`src/hw/rtl/assert_macros.svh`:
```
// Assertion macros shared by the colour-key centroid RTL.
// Each macro expects clk in the scope where it is used; CKC_ASSERT also expects an active-low rst_n.
`ifndef ASSERT_MACROS_SVH
`define ASSERT_MACROS_SVH

// Check a property on every clock edge outside reset
`define CKC_ASSERT(label, prop, msg) \
  label: assert property (@(posedge clk) disable iff (!rst_n) (prop)) else $error(msg);

// Check a property on every clock edge, reset included
`define CKC_ASSERT_ALWAYS(label, prop, msg) \
  label: assert property (@(posedge clk) (prop)) else $error(msg);

`endif

```
`src/hw/rtl/ckc_pkg.sv`:
```
// Package for the colour-key centroid block: default widths, register
// indexes, controller states and the controller-to-datapath command word.
// No dependencies.
`default_nettype none

package ckc_pkg;

  localparam int COORD_WIDTH_DEF = 10;
  localparam int COLOR_WIDTH_DEF = 16;

  // Configuration register indexes
  localparam int CFG_INDEX_WIDTH = 2;
  localparam logic [CFG_INDEX_WIDTH-1:0] CFG_KEY_COLOR    = 2'd0;
  localparam logic [CFG_INDEX_WIDTH-1:0] CFG_WINDOW_X_MAX = 2'd1;
  localparam logic [CFG_INDEX_WIDTH-1:0] CFG_WINDOW_Y_MAX = 2'd2;

  // Controller states
  typedef enum logic [1:0] {
    ST_ACCUM,
    ST_DIVIDE,
    ST_EMIT
  } ckc_state_t;

  // Commands from controller to datapath
  typedef struct packed {
    logic acc_en;    // a pixel word is accepted this cycle
    logic frame_end; // the accepted pixel closes the frame
    logic div_step;  // run one quotient bit of both divisions
    logic out_load;  // load the result register
  } ckc_cmd_t;

endpackage

`default_nettype wire

```
`src/hw/rtl/ckc_datapath.sv`:
```
// Datapath of the colour-key centroid block: configuration registers, match
// test, accumulators, two restoring dividers and the result register.
// Depends on ckc_pkg.
`default_nettype none

module ckc_datapath #(
  parameter int COORD_WIDTH = 10,
  parameter int COLOR_WIDTH = 16
) (
  input  wire logic                         clk,
  input  wire logic                         rst_n,
  input  wire ckc_pkg::ckc_cmd_t            cmd,
  input  wire logic                         cfg_we,
  input  wire logic [ckc_pkg::CFG_INDEX_WIDTH-1:0] cfg_index,
  input  wire logic [((COLOR_WIDTH > COORD_WIDTH) ? COLOR_WIDTH : COORD_WIDTH)-1:0] cfg_data,
  input  wire logic [COLOR_WIDTH-1:0]       pixel_color,
  input  wire logic [COORD_WIDTH-1:0]       pixel_x,
  input  wire logic [COORD_WIDTH-1:0]       pixel_y,
  output logic                              found,
  output logic [COORD_WIDTH-1:0]            centroid_x,
  output logic [COORD_WIDTH-1:0]            centroid_y
);
  import ckc_pkg::*;

  localparam int SUM_W = 3 * COORD_WIDTH;
  localparam int CNT_W = 2 * COORD_WIDTH + 1;

  logic [COLOR_WIDTH-1:0] key_color_r;
  logic [COORD_WIDTH-1:0] x_max_r;
  logic [COORD_WIDTH-1:0] y_max_r;

  logic [SUM_W-1:0] sum_x_r, sum_y_r;
  logic [CNT_W-1:0] count_r;
  logic [SUM_W-1:0] sum_x_nxt, sum_y_nxt;
  logic [CNT_W-1:0] count_nxt;
  logic             hit;

  logic [SUM_W-1:0]       rem_x_r, rem_y_r, dsh_r;
  logic [COORD_WIDTH-1:0] quo_x_r, quo_y_r;
  logic                   nonzero_r;
  logic                   x_ge, y_ge;

  logic                   found_r;
  logic [COORD_WIDTH-1:0] cen_x_r, cen_y_r;

  // Configuration registers
  always_ff @(posedge clk) begin
    if (!rst_n) begin
      key_color_r <= '0;
      x_max_r     <= '1;
      y_max_r     <= '1;
    end else if (cfg_we) begin
      case (cfg_index)
        CFG_KEY_COLOR:    key_color_r <= cfg_data[COLOR_WIDTH-1:0];
        CFG_WINDOW_X_MAX: x_max_r     <= cfg_data[COORD_WIDTH-1:0];
        CFG_WINDOW_Y_MAX: y_max_r     <= cfg_data[COORD_WIDTH-1:0];
        default: ;
      endcase
    end
  end

  // Match test; stop counting once 2^(2*COORD_WIDTH) pixels have matched
  assign hit = cmd.acc_en && (pixel_color == key_color_r) && (pixel_x <= x_max_r)
               && (pixel_y <= y_max_r) && !count_r[CNT_W-1];

  assign sum_x_nxt = hit ? sum_x_r + SUM_W'(pixel_x) : sum_x_r;
  assign sum_y_nxt = hit ? sum_y_r + SUM_W'(pixel_y) : sum_y_r;
  assign count_nxt = hit ? count_r + CNT_W'(1) : count_r;

  // Accumulate; clear at frame end
  always_ff @(posedge clk) begin
    if (!rst_n) begin
      sum_x_r <= '0;
      sum_y_r <= '0;
      count_r <= '0;
    end else if (cmd.frame_end) begin
      sum_x_r <= '0;
      sum_y_r <= '0;
      count_r <= '0;
    end else begin
      sum_x_r <= sum_x_nxt;
      sum_y_r <= sum_y_nxt;
      count_r <= count_nxt;
    end
  end

  // Restoring division, one quotient bit per step, most significant first
  assign x_ge = rem_x_r >= dsh_r;
  assign y_ge = rem_y_r >= dsh_r;

  always_ff @(posedge clk) begin
    if (cmd.frame_end) begin
      rem_x_r   <= sum_x_nxt;
      rem_y_r   <= sum_y_nxt;
      dsh_r     <= SUM_W'(count_nxt) << (COORD_WIDTH - 1);
      quo_x_r   <= '0;
      quo_y_r   <= '0;
      nonzero_r <= count_nxt != '0;
    end else if (cmd.div_step) begin
      rem_x_r <= x_ge ? rem_x_r - dsh_r : rem_x_r;
      rem_y_r <= y_ge ? rem_y_r - dsh_r : rem_y_r;
      quo_x_r <= {quo_x_r[COORD_WIDTH-2:0], x_ge};
      quo_y_r <= {quo_y_r[COORD_WIDTH-2:0], y_ge};
      dsh_r   <= dsh_r >> 1;
    end
  end

  // Result register; force zeros when nothing matched
  always_ff @(posedge clk) begin
    if (cmd.out_load) begin
      found_r <= nonzero_r;
      cen_x_r <= nonzero_r ? quo_x_r : '0;
      cen_y_r <= nonzero_r ? quo_y_r : '0;
    end
  end

  assign found      = found_r;
  assign centroid_x = cen_x_r;
  assign centroid_y = cen_y_r;

endmodule

`default_nettype wire

```
`src/hw/rtl/ckc_ctrl.sv`:
```
// Controller of the colour-key centroid block: frame state machine, division
// step counter and result-valid flag.
// Depends on ckc_pkg and assert_macros.svh.
`default_nettype none

`include "assert_macros.svh"

module ckc_ctrl #(
  parameter int COORD_WIDTH = 10
) (
  input  wire logic            clk,
  input  wire logic            rst_n,
  input  wire logic            in_tvalid,
  input  wire logic            in_tlast,
  output logic                 in_tready,
  output logic                 out_tvalid,
  input  wire logic            out_tready,
  output ckc_pkg::ckc_cmd_t    cmd
);
  import ckc_pkg::*;

  localparam int STEP_W = $clog2(COORD_WIDTH);

  ckc_state_t        state_r, state_nxt;
  logic [STEP_W-1:0] step_r, step_nxt;
  logic              out_valid_r, out_valid_nxt;

  // State, counter and valid registers
  always_ff @(posedge clk) begin
    if (!rst_n) begin
      state_r     <= ST_ACCUM;
      step_r      <= '0;
      out_valid_r <= 1'b0;
    end else begin
      state_r     <= state_nxt;
      step_r      <= step_nxt;
      out_valid_r <= out_valid_nxt;
    end
  end

  // Next state and commands
  always_comb begin
    state_nxt = state_r;
    step_nxt  = step_r;
    in_tready = 1'b0;
    cmd       = '0;
    case (state_r)
      ST_ACCUM: begin
        in_tready  = 1'b1;
        cmd.acc_en = in_tvalid;
        if (in_tvalid && in_tlast) begin
          cmd.frame_end = 1'b1;
          step_nxt      = STEP_W'(COORD_WIDTH - 1);
          state_nxt     = ST_DIVIDE;
        end
      end
      ST_DIVIDE: begin
        cmd.div_step = 1'b1;
        if (step_r == '0) begin
          state_nxt = ST_EMIT;
        end else begin
          step_nxt = step_r - STEP_W'(1);
        end
      end
      ST_EMIT: begin
        if (!out_valid_r || out_tready) begin
          cmd.out_load = 1'b1;
          state_nxt    = ST_ACCUM;
        end
      end
      default: state_nxt = ST_ACCUM;
    endcase
  end

  // Hold the result word until it is taken
  always_comb begin
    if (cmd.out_load) begin
      out_valid_nxt = 1'b1;
    end else if (out_tready) begin
      out_valid_nxt = 1'b0;
    end else begin
      out_valid_nxt = out_valid_r;
    end
  end

  assign out_tvalid = out_valid_r;

  `CKC_ASSERT(a_last_starts_divide, (in_tvalid && in_tready && in_tlast) |=> (state_r == ST_DIVIDE), "last pixel did not start division")
  `CKC_ASSERT(a_step_in_range, (state_r == ST_DIVIDE) |-> (step_r <= STEP_W'(COORD_WIDTH - 1)), "division step counter out of range")
  `CKC_ASSERT(a_load_when_free, cmd.out_load |-> (!out_valid_r || out_tready), "result overwritten before taken")
  `CKC_ASSERT(a_valid_after_emit, $rose(out_valid_r) |-> ($past(state_r) == ST_EMIT), "result valid without a finished division")

endmodule

`default_nettype wire

```
`src/hw/rtl/color_key_centroid.sv`:
```
// Top level of the colour-key centroid block: port packing, controller and
// datapath. Depends on ckc_pkg, ckc_ctrl and ckc_datapath.
`default_nettype none

// Colour-key centroid. Pixels stream in one per cycle while in_tready is high;
// a pixel counts when its colour equals key_color and x <= window_x_max,
// y <= window_y_max. The word with tlast set closes the frame: after it
// in_tready stays low while a shared-step restoring divider produces one
// quotient bit per cycle for x and y in parallel, and while the previous
// result still waits on out_tready. One result word per frame leaves through
// an output register: tuser carries found, tdata the truncated mean x and y
// (zero when nothing matched). Counting stops at 2^(2*COORD_WIDTH) matches.
// Configuration writes are always accepted (cfg_ready is tied high); indexes
// beyond 2 are ignored.
module color_key_centroid #(
  parameter int COORD_WIDTH = ckc_pkg::COORD_WIDTH_DEF,
  parameter int COLOR_WIDTH = ckc_pkg::COLOR_WIDTH_DEF
) (
  input  wire logic clk,
  input  wire logic rst_n,
  // tdata: pixel_color, pixel_x, pixel_y (lowest bits first), zero padded
  input  wire logic [((COLOR_WIDTH + 2 * COORD_WIDTH + 7) / 8) * 8 - 1:0] in_tdata,
  input  wire logic in_tlast,  // last_pixel
  input  wire logic in_tvalid,
  output logic      in_tready,
  // tdata: centroid_x, centroid_y (lowest bits first), zero padded
  output logic [((2 * COORD_WIDTH + 7) / 8) * 8 - 1:0] out_tdata,
  output logic      out_tuser, // found
  output logic      out_tvalid,
  input  wire logic out_tready,
  input  wire logic cfg_valid,
  output logic      cfg_ready,
  input  wire logic [ckc_pkg::CFG_INDEX_WIDTH-1:0] cfg_index,
  input  wire logic [((COLOR_WIDTH > COORD_WIDTH) ? COLOR_WIDTH : COORD_WIDTH)-1:0] cfg_data
);
  import ckc_pkg::*;

  localparam int OUT_W = ((2 * COORD_WIDTH + 7) / 8) * 8;

  ckc_cmd_t               cmd;
  logic [COLOR_WIDTH-1:0] pixel_color;
  logic [COORD_WIDTH-1:0] pixel_x, pixel_y;
  logic [COORD_WIDTH-1:0] centroid_x, centroid_y;

  // Unpack the pixel word
  assign pixel_color = in_tdata[COLOR_WIDTH-1:0];
  assign pixel_x     = in_tdata[COLOR_WIDTH +: COORD_WIDTH];
  assign pixel_y     = in_tdata[COLOR_WIDTH + COORD_WIDTH +: COORD_WIDTH];

  assign cfg_ready = 1'b1;

  ckc_ctrl #(
    .COORD_WIDTH(COORD_WIDTH)
  ) u_ctrl (
    .clk       (clk),
    .rst_n     (rst_n),
    .in_tvalid (in_tvalid),
    .in_tlast  (in_tlast),
    .in_tready (in_tready),
    .out_tvalid(out_tvalid),
    .out_tready(out_tready),
    .cmd       (cmd)
  );

  ckc_datapath #(
    .COORD_WIDTH(COORD_WIDTH),
    .COLOR_WIDTH(COLOR_WIDTH)
  ) u_datapath (
    .clk        (clk),
    .rst_n      (rst_n),
    .cmd        (cmd),
    .cfg_we     (cfg_valid),
    .cfg_index  (cfg_index),
    .cfg_data   (cfg_data),
    .pixel_color(pixel_color),
    .pixel_x    (pixel_x),
    .pixel_y    (pixel_y),
    .found      (out_tuser),
    .centroid_x (centroid_x),
    .centroid_y (centroid_y)
  );

  // Pack the result word
  assign out_tdata = OUT_W'({centroid_y, centroid_x});

endmodule

`default_nettype wire
```
`config.mk`:
```
export PLATFORM = sky130hd
export DESIGN_NAME = color_key_centroid
export DESIGN_NICKNAME = d
export VERILOG_FILES = /design/src/hw/rtl/ckc_pkg.sv /design/src/hw/rtl/ckc_datapath.sv /design/src/hw/rtl/ckc_ctrl.sv /design/src/hw/rtl/color_key_centroid.sv
export VERILOG_INCLUDE_DIRS = /design/src /design/src/hw/rtl
export SDC_FILE = /design/constraint.sdc
export NUM_CORES = 1
export LEC_CHECK = 0
export BUFFER_PORTS_ARGS = -buffer_cell sky130_fd_sc_hd__buf_4
export CAP_MARGIN = 40
export CELL_PAD_IN_SITES_DETAIL_PLACEMENT = 0
export CELL_PAD_IN_SITES_GLOBAL_PLACEMENT = 1
export CORE_MARGIN = 10
export CORE_UTILIZATION = 30
export CTS_CLUSTER_DIAMETER = 100
export CTS_CLUSTER_SIZE = 30
export DETAILED_ROUTE_END_ITERATION = 16
export PLACE_DENSITY_LB_ADDON = 0.1
export RECOVER_POWER = 25
export SLEW_MARGIN = 20
export SYNTH_ARGS = -nofsm -noshare
export SYNTH_HDL_FRONTEND = slang
export SYNTH_SLANG_ARGS = --single-unit
```
`constraint.sdc`:
```
create_clock -name clk -period 7.03 [get_ports clk]
set_clock_uncertainty 0.15 [all_clocks]
set_input_delay 1.406 -clock clk [delete_from_list [all_inputs] [get_ports clk]]
set_output_delay 1.406 -clock clk [all_outputs]
set_load 0.005 [all_outputs]
```
Word level (Yosys, flattened, before mapping) --
Index checks and enable logic that the tools add are counted.
Cells by class: add/subtract/negate cells 6, order comparisons 4, equality and inequality tests 9, mux-type cells 26, bitwise operators 1, reduce and logical (&&, ||, !) cells 25
Operator list (number):
- $mux W30 | 10
- $add A30 B10 Y30 | 2
- $ge A30 B30 Y1 | 2
- $sub A30 B30 Y30 | 2
- $add A21 B1 Y21 const B | 1
- $mux W21 | 1
- $reduce_bool A21 Y1 | 1
- $le A10 B10 Y1 | 2
- $eq A16 B16 Y1 | 1
- $reduce_and A2 Y1 | 5
- $reduce_bool A2 Y1 | 5
- $mux W2 | 4
- $mux W4 | 2
- $pmux W4 S2 | 1
- $mux W1 | 7
- $ne A2 B1 Y1 const B | 3
- $pmux W2 S3 | 1
- $reduce_and A3 Y1 | 2
- $logic_and A1 B1 Y1 | 5
- $eq A2 B1 Y1 const B | 2
- $eq A2 B2 Y1 const B | 2
- $logic_not A2 Y1 | 2
- $logic_not A4 Y1 | 1
- $sub A4 B1 Y4 const B | 1
- 5 further kinds | 6
Word-level totals: flip-flop bits (word level) 256, input port bits 64, word-level logic and storage cells 90

Logic depth before layout (Yosys ltp) --
Gate-level depths: netlist (run 1).
word-level depth 9, mapped depth 13, depth with buffers taken out 12

By module --
A second synthesis (run 1) with hierarchy kept.
Second synthesis, totals: cells, all modules 1686, area total of the unflattened synthesis 15518.6 um^2
By module, submodules not included:
- ckc_datapath | times used 1, cells an instance 1637, area an instance 15098.2 um^2
- ckc_ctrl | times used 1, cells an instance 42, area an instance 375.4 um^2
- color_key_centroid | times used 1, cells an instance 7, area an instance 45.0 um^2

Least setup slack after synthesis (run 1) --
OpenSTA, ideal clock, no wires.
path type reg2reg, start register u_datapath.rem_x_r[0], end register u_datapath.rem_x_r[0], enable pin, library setup time 0.459 ns, data arrival time 4.739 ns, path slack 1.683 ns, cell stages (with the launch flop) 13, buffers on the path 0, path through edfxtp_1 -> inv_1 -> ha_1 -> fa_1 -> nor2b_1 -> o21a_1 -> o21ai_0 -> a21oi_1 -> a21boi_0 -> o21ai_0 -> a21boi_0 -> o311a_1 -> o21ai_0
On the way: word-level cells in the longest chain between the ends 3
Ends and longest elaborated chain:
- from (decl) | line ckc_datapath.sv:38 | logic [SUM_W-1:0] rem_x_r, rem_y_r, dsh_r;
- from (signal assigned) | line ckc_datapath.sv:93 | rem_x_r <= sum_x_nxt;
- from (signal assigned) | line ckc_datapath.sv:100 | rem_x_r <= x_ge ? rem_x_r - dsh_r : rem_x_r;
- $ge A30 B30 Y1 | line ckc_datapath.sv:88 | assign x_ge = rem_x_r >= dsh_r;
- $reduce_bool A2 Y1 (no line)
- $reduce_and A2 Y1 (no line)
No other way between the ends. A chain may end at the register's enable or synchronous reset.

Final worst setup path (run 1) --
start input port in_tdata[29], end register u_datapath.nonzero_r, data pin
On the way: word-level cells in the longest chain between the ends 5
Ends and longest elaborated chain:
- from (decl) | line color_key_centroid.sv:22 | input wire logic [((COLOR_WIDTH + 2 * COORD_WIDTH + 7) / 8) * 8 - 1:0] in_tdata,
- $le A10 B10 Y1 | line ckc_datapath.sv:64 | && (pixel_y <= y_max_r) && !count_r[CNT_W-1];
- $logic_and A1 B1 Y1 (2 in series) | line ckc_datapath.sv:64
- $mux W21 | line ckc_datapath.sv:68 | assign count_nxt = hit ? count_r + CNT_W'(1) : count_r;
- $reduce_bool A21 Y1 | line ckc_datapath.sv:98 | nonzero_r <= count_nxt != '0;
- to (signal assigned) | line ckc_datapath.sv:98
- to (decl) | line ckc_datapath.sv:40 | logic nonzero_r;
No other way between the ends.

==> flow_metrics.tcl, run 1 <==
set metrics [dict create \
    status "finished with violations" \
    violations "capacitance limit, slew limit" \
    grt_pass1_vias 11650 \
    die_w_um 243.8 \
    min_from "u_datapath.quo_y_r[7]$_SDFFE_PP0P_" \
    drc 0 \
    ys_ff_latch 256 \
    async_flop_share_pct 0 \
    num-fill-cells 5241 \
    rows 81 \
    ys_warn_count 0 \
    firstDrtPassIters 7 \
    cp-start-kind "input pin" \
    cts_setup_buffers 0 \
    reg2regPathDepth 12 \
    regArea_um2 6156 \
    rr_startpoint "u_datapath.dsh_r[0]$_SDFFE_PP0P_" \
    cts_max_level 1 \
    worstPathRequired_ps 7080 \
    dr.first_iter.drc_count 672 \
    arrival_ps 4810 \
    min_to "u_datapath.quo_y_r[8]$_SDFFE_PP0P_" \
    rsz0062_at_grt "no" \
    grtUsageTotal_pct 14.09 \
    dp_hpwl_mm 32.18 \
    final_nets 1911 \
    vias_per_cell 4.881 \
    r2r_setup_slack_ps 2510 \
    hp-class "reg -> reg" \
    layout-drive-gt1-share_pct 9.029 \
    clockBufferDepth 3 \
    diodes 0 \
    p_per_area_nw_per_um2 231.2 \
    antenna_found_initial 1 \
    gr-max-usage-layer "met2" \
    gr-usage-met1_pct 19.51 \
    slew_violations 44 \
    grt_pass1_wl_mm 67.41 \
    finalHoldViolCount 0 \
    tightest_slew_ps 1927 \
    synthFlopType "dfxtp_1" \
    numCtsBuffers 17 \
    use_met3_pct 1.696 \
    grt_overflow 0 \
    vdd_drop_max_v 0.0001324 \
    whs_path_depth 2 \
    coreArea_um2 49250 \
    max_slew_margin_pct -28.49 \
    use_met2_pct 23.18 \
    cts_resized 0 \
    critical_path_class "in -> reg" \
    die-area_um2 59430 \
    p_leak_uw 0.006514 \
    routabilityCongestion 0.7913 \
    endpoint_kind "flop" \
    drv_cap 1 \
    ctsHoldBuffers 0 \
    antenna_left 0 \
    clk_latency_ps 540 \
    ioPinCount 92 \
    grt_start_max_net_pins 63 \
    multi_input_area_um2 8250 \
    root_buffer "clkbuf_16" \
    dpl.cell_count 2385 \
    num_vias 11780 \
    cts.sinks 256 \
    finalCritPeriodShare_pct 67.78 \
    period_minus_slack_ps 4765 \
    syn_inst 1692 \
    seq_area_frac_synth_pct 40.97 \
    cts_tree "done" \
    fin_tns_setup_ps 0 \
    synth.cell_area_um2 15020 \
    clock.fmax_mhz 209.9 \
    reg2reg_to "u_datapath.rem_x_r[10]$_DFFE_PP_" \
    ys_types 78 \
    wl_per_cell_um 17.80 \
    drt-total-wl_mm 42.98 \
    clk_pin_slew_ps 110 \
    syn_area_per_cell_um2 8.880 \
    finalNonFillerCells 2414 \
    synth_edf_count 103 \
    start_util_pct 30.50 \
    area_growth_pct 12.78 \
    cp_max_fo 9 \
    port_buffers 82 \
    die_h_um 243.8 \
    finalSetupViolCount 0 \
]
## Yosys cell counts, types with 4 or more instances
cell type,instances,share of area (%)
a211oi_1,13,0.65
a21boi_0,21,1.0
a21o_1,26,1.3
a21oi_1,132,4.4
a221oi_1,4,0.23
a31oi_1,8,0.33
and2_1,26,1.1
and3_1,22,0.92
and4_1,4,0.23
buf_2,4,0.13
buf_4,6,0.30
clkbuf_1,59,1.5
dfxtp_1,153,20
edfxtp_1,103,21
fa_1,4,0.53
ha_1,103,8.6
inv_1,92,2.3
mux2i_1,28,1.9
nand2_1,211,5.3
nand2b_1,22,0.92
nand3_1,36,1.2
nand4_1,27,1.1
nor2_1,164,4.1
nor2b_1,12,0.50
nor3_1,38,1.3
nor3b_1,4,0.20
nor3b_2,4,0.33
nor4_1,12,0.50
o211ai_1,23,1.1
o21a_1,9,0.45
o21ai_0,69,2.3
o21bai_1,12,0.60
o22ai_1,23,0.96
or2_2,5,0.21
or3_1,6,0.25
xnor2_1,82,4.8
xor2_1,56,3.3
## where the power goes
part | total (µW) | switching [µW] | internal, µW | leakage (µW)
clock network | 1150 | 607 | 540 | 0.000292
logic | 1050 | 626 | 427 | 0.00401
registers | 1720 | 36.9 | 1680 | 0.00221
## routing by layer
metal	wire length [µm]	part of all wire, %
met1	21520	50
met4	671	1.6
met2	19720	46
met3	1063	2.5
met5	0	0
## worst max path at each step
stage	end	start	slack [ps]
floorplan	u_datapath.rem_x_r[0]$_DFFE_PP_	u_datapath.rem_x_r[0]$_DFFE_PP_	1680
global placement	u_datapath.nonzero_r$_DFFE_PP_	in_tdata[31]	1700
detailed placement	u_datapath.nonzero_r$_DFFE_PP_	in_tdata[29]	1630
CTS	u_datapath.nonzero_r$_DFFE_PP_	in_tdata[29]	2200
global route	u_datapath.rem_x_r[10]$_DFFE_PP_	u_datapath.dsh_r[0]$_SDFFE_PP0P_	2060
finish	u_datapath.nonzero_r$_DFFE_PP_	in_tdata[29]	2260
## state kept, by name, indices dropped and copies added, names as in the netlist, 4 cells and up
name and cells:
u_datapath.centroid_x 10, u_datapath.sum_x_r 30, u_datapath.x_max_r 10, u_datapath.rem_x_r 30, u_datapath.centroid_y 10, u_datapath.key_color_r 16
u_ctrl.step_r 4, u_datapath.y_max_r 10, u_datapath.quo_y_r 10, u_datapath.count_r 21, u_datapath.dsh_r 30, u_datapath.quo_x_r 10
u_datapath.rem_y_r 30, u_datapath.sum_y_r 30
## metrics by stage
stage | setup WS, ps | util (%) | hold WS, ps | total power, µW | area (µm²)
2_1_floorplan | 1683 | - | 281.7 | 2519 | 15040
3_3_place_gp | 1698 | 33.08 | 295.9 | 2796 | 16290
3_5_place_dp | 1630 | 33.28 | 303.7 | 2809 | 16390
4_1_cts | 2204 | 34.49 | 309.0 | 3986 | 16990
5_1_grt | 2060 | 34.40 | 319.5 | 4172 | 16950
6_report | 2265 | 34.40 | 307.1 | 3918 | 16950
## worst max-delay path: stages
cell and delay [ps]:
buf_4 120, ha_1 320, a21oi_2 170, o21ai_2 90
a2111oi_4 450, o211ai_2 330, nor2_1 650, and3_1 360
mux2_2 350, o21ai_0 270, nand4b_1 290
## placed cells by master, fill, tap and decap left out, types with 68 or more instances in the layout
cell type  instances
nand2_1          211
nor2_1           164
dfxtp_1          153
a21oi_1          131
ha_1             103
edfxtp_1         103
inv_1             93
buf_4             83
xnor2_1           82
o21ai_0           68
## final cells by class
class,count,share of cell area [%]
Timing Repair Buffer,97,4.512
Clock inverter,10,0.7679
Sequential cell,256,36.33
Tap cell,664,4.903
Clock buffer,19,2.739
Multi-Input combinational cell,1275,48.69
Inverter,93,2.060
## cells by family (layout without fill, tap and decap cells)
group,Yosys count,count (layout),synth area share (%)
xor+xnor,138,138,8.045
simple gates,615,615,19.43
fa+ha+maj,107,107,9.111
compound gates,380,380,16.05
flops,256,256,40.97
other cells,2,5,0.04999
mux,30,30,2.015
buf+inv,164,219,4.330
Note: power is estimated with default switching activity, not from simulation.
==> inputs of run 2 (changes only) <==
==> constraint.sdc (replaced) <==
create_clock -name clk -period 4.7 [get_ports clk]
set_clock_uncertainty 0.15 [all_clocks]
set_input_delay 0.94 -clock clk [delete_from_list [all_inputs] [get_ports clk]]
set_output_delay 0.94 -clock clk [all_outputs]
set_load 0.005 [all_outputs]
==> flow_metrics.tcl, run 2 (synthesis gave the netlist of run 1 again) <==
set metrics [dict create \
    status "finished with violations" \
    violations "capacitance limit, slew limit" \
    fin_tns_setup_ps 0 \
    die-area_um2 59430 \
    layout_common_cells "nand2_1, nor2_1, dfxtp_1" \
    ioPinCount 92 \
    antenna_left 0 \
    tightest_slew_ps 1928 \
    root_buffer "clkbuf_16" \
    hp-class "reg -> reg" \
    drt-total-wl_mm 42.28 \
    clock.fmax_mhz 248.9 \
    cts_resized 0 \
    layout-drive-gt1-share_pct 9.665 \
    clk_latency_ps 540 \
    grtUsageTotal_pct 13.97 \
    p_leak_uw 0.006558 \
    drv_cap 1 \
    vdd_drop_max_v 0.0002370 \
    period_minus_slack_ps 4018 \
    stdcell_area_um2 17020 \
    clk_pin_slew_ps 100 \
    numCtsBuffers 17 \
    finalSetupViolCount 0 \
    cts_max_level 1 \
    gr-usage-met1_pct 19.70 \
    p_per_area_nw_per_um2 345.0 \
    cts_tree "done" \
    worstPathRequired_ps 4730 \
    cp_max_fo 30 \
    grt_overflow 0 \
    cp-start-kind "flop" \
    critical_path_class "reg -> reg" \
    cts.sinks 256 \
    gr-max-usage-layer "met2" \
    final_common_cell "nand2_1" \
    grt_pass1_wl_mm 67.08 \
    finalCritPeriodShare_pct 85.48 \
    dp_hpwl_mm 31.87 \
    die_w_um 243.8 \
    slew_violations 44 \
    firstDrtPassIters 5 \
    ctsHoldBuffers 0 \
    routabilityCongestion 0.8008 \
    rsz0062_at_grt "no" \
    vias_per_cell 4.825 \
    die_h_um 243.8 \
    max_slew_margin_pct -28.53 \
    clockBufferDepth 3 \
    drc 0 \
    cts_setup_buffers 0 \
    diodes 0 \
    wl_per_cell_um 17.45 \
    area_growth_pct 13.27 \
    use_met3_pct 1.313 \
    port_buffers 82 \
    endpoint_kind "flop" \
    antenna_found_initial 0 \
    arrival_ps 4050 \
    start_util_pct 30.50 \
    coreArea_um2 49250 \
    postPlaceCellArea_um2 16430 \
    rows 81 \
    finalHoldViolCount 0 \
    final_nets 1920 \
    grt_start_max_net_pins 53 \
    grt_pass1_vias 11710 \
    use_met2_pct 22.70 \
    dr.first_iter.drc_count 474 \
    num_vias 11690 \
]
-- run 2: worst paths after layout --
path	startpoint	to	slack (ps)	cells after the start
setup / recovery	u_datapath.dsh_r[0]$_SDFFE_PP0P_	u_datapath.rem_x_r[19]$_DFFE_PP_	680	13
hold reg to reg	u_datapath.dsh_r[7]$_SDFFE_PP0P_	u_datapath.dsh_r[6]$_SDFFE_PP0P_	300	2
setup reg to reg	u_datapath.dsh_r[0]$_SDFFE_PP0P_	u_datapath.rem_x_r[19]$_DFFE_PP_	680	13
hold / removal	u_datapath.dsh_r[7]$_SDFFE_PP0P_	u_datapath.dsh_r[6]$_SDFFE_PP0P_	300	2
-- run 2: stage by stage --
stage | total power, µW | hold slack [ps] | std cells | worst slack (ps) | utilization, %
4_1_cts | 5979 | 299.3 | 2423 | 625.9 | 34.61
3_3_place_gp | 4212 | 292.4 | 2392 | 329.8 | 33.32
6_report | 5872 | 302.9 | 2423 | 682.4 | 34.55
2_1_floorplan | 3767 | 281.7 | 1695 | 163.1 | -
5_1_grt | 6260 | 328.1 | 2423 | 318.6 | 34.55
3_5_place_dp | 4206 | 296.5 | 2394 | 298.2 | 33.36
-- run 2: worst max-delay path, stage by stage, from the launching register on --
cell and delay (ps):
dfxtp_1 400, ha_1 260, fa_1 410, nor2b_1 130, o21a_1 120, o21ai_0 130
a21oi_1 400, a21boi_0 190, o21ai_0 230, buf_4 180, a21boi_0 150, o311a_1 370
o21ai_2 120, buf_4 420
-- run 2: layout make-up --
class,count,area (µm²)
fillers,5175,32240
multi-input cells,1275,8255
flip-flops and latches,256,6156
well taps,664,830.8
repair buffers,106,813.3
clock buffers,19,432.9
inverters,93,349.1
clock inverters,10,181.4
-- run 2: routing by layer --
| metal | vias to the layer above | share of wire [%] |
|---|---|---|
| li1 | 6053 | - |
| met1 | 5481 | 51 |
| met2 | 134 | 45 |
| met3 | 22 | 2.5 |
| met4 | 0 | 1.4 |
| met5 | - | 0 |
-- run 2: power by group --
part           total (µW)  switching, µW  internal (µW)
Clock                1720            933            789
Sequential           2570           59.2           2520
Combinational        1580            934            641
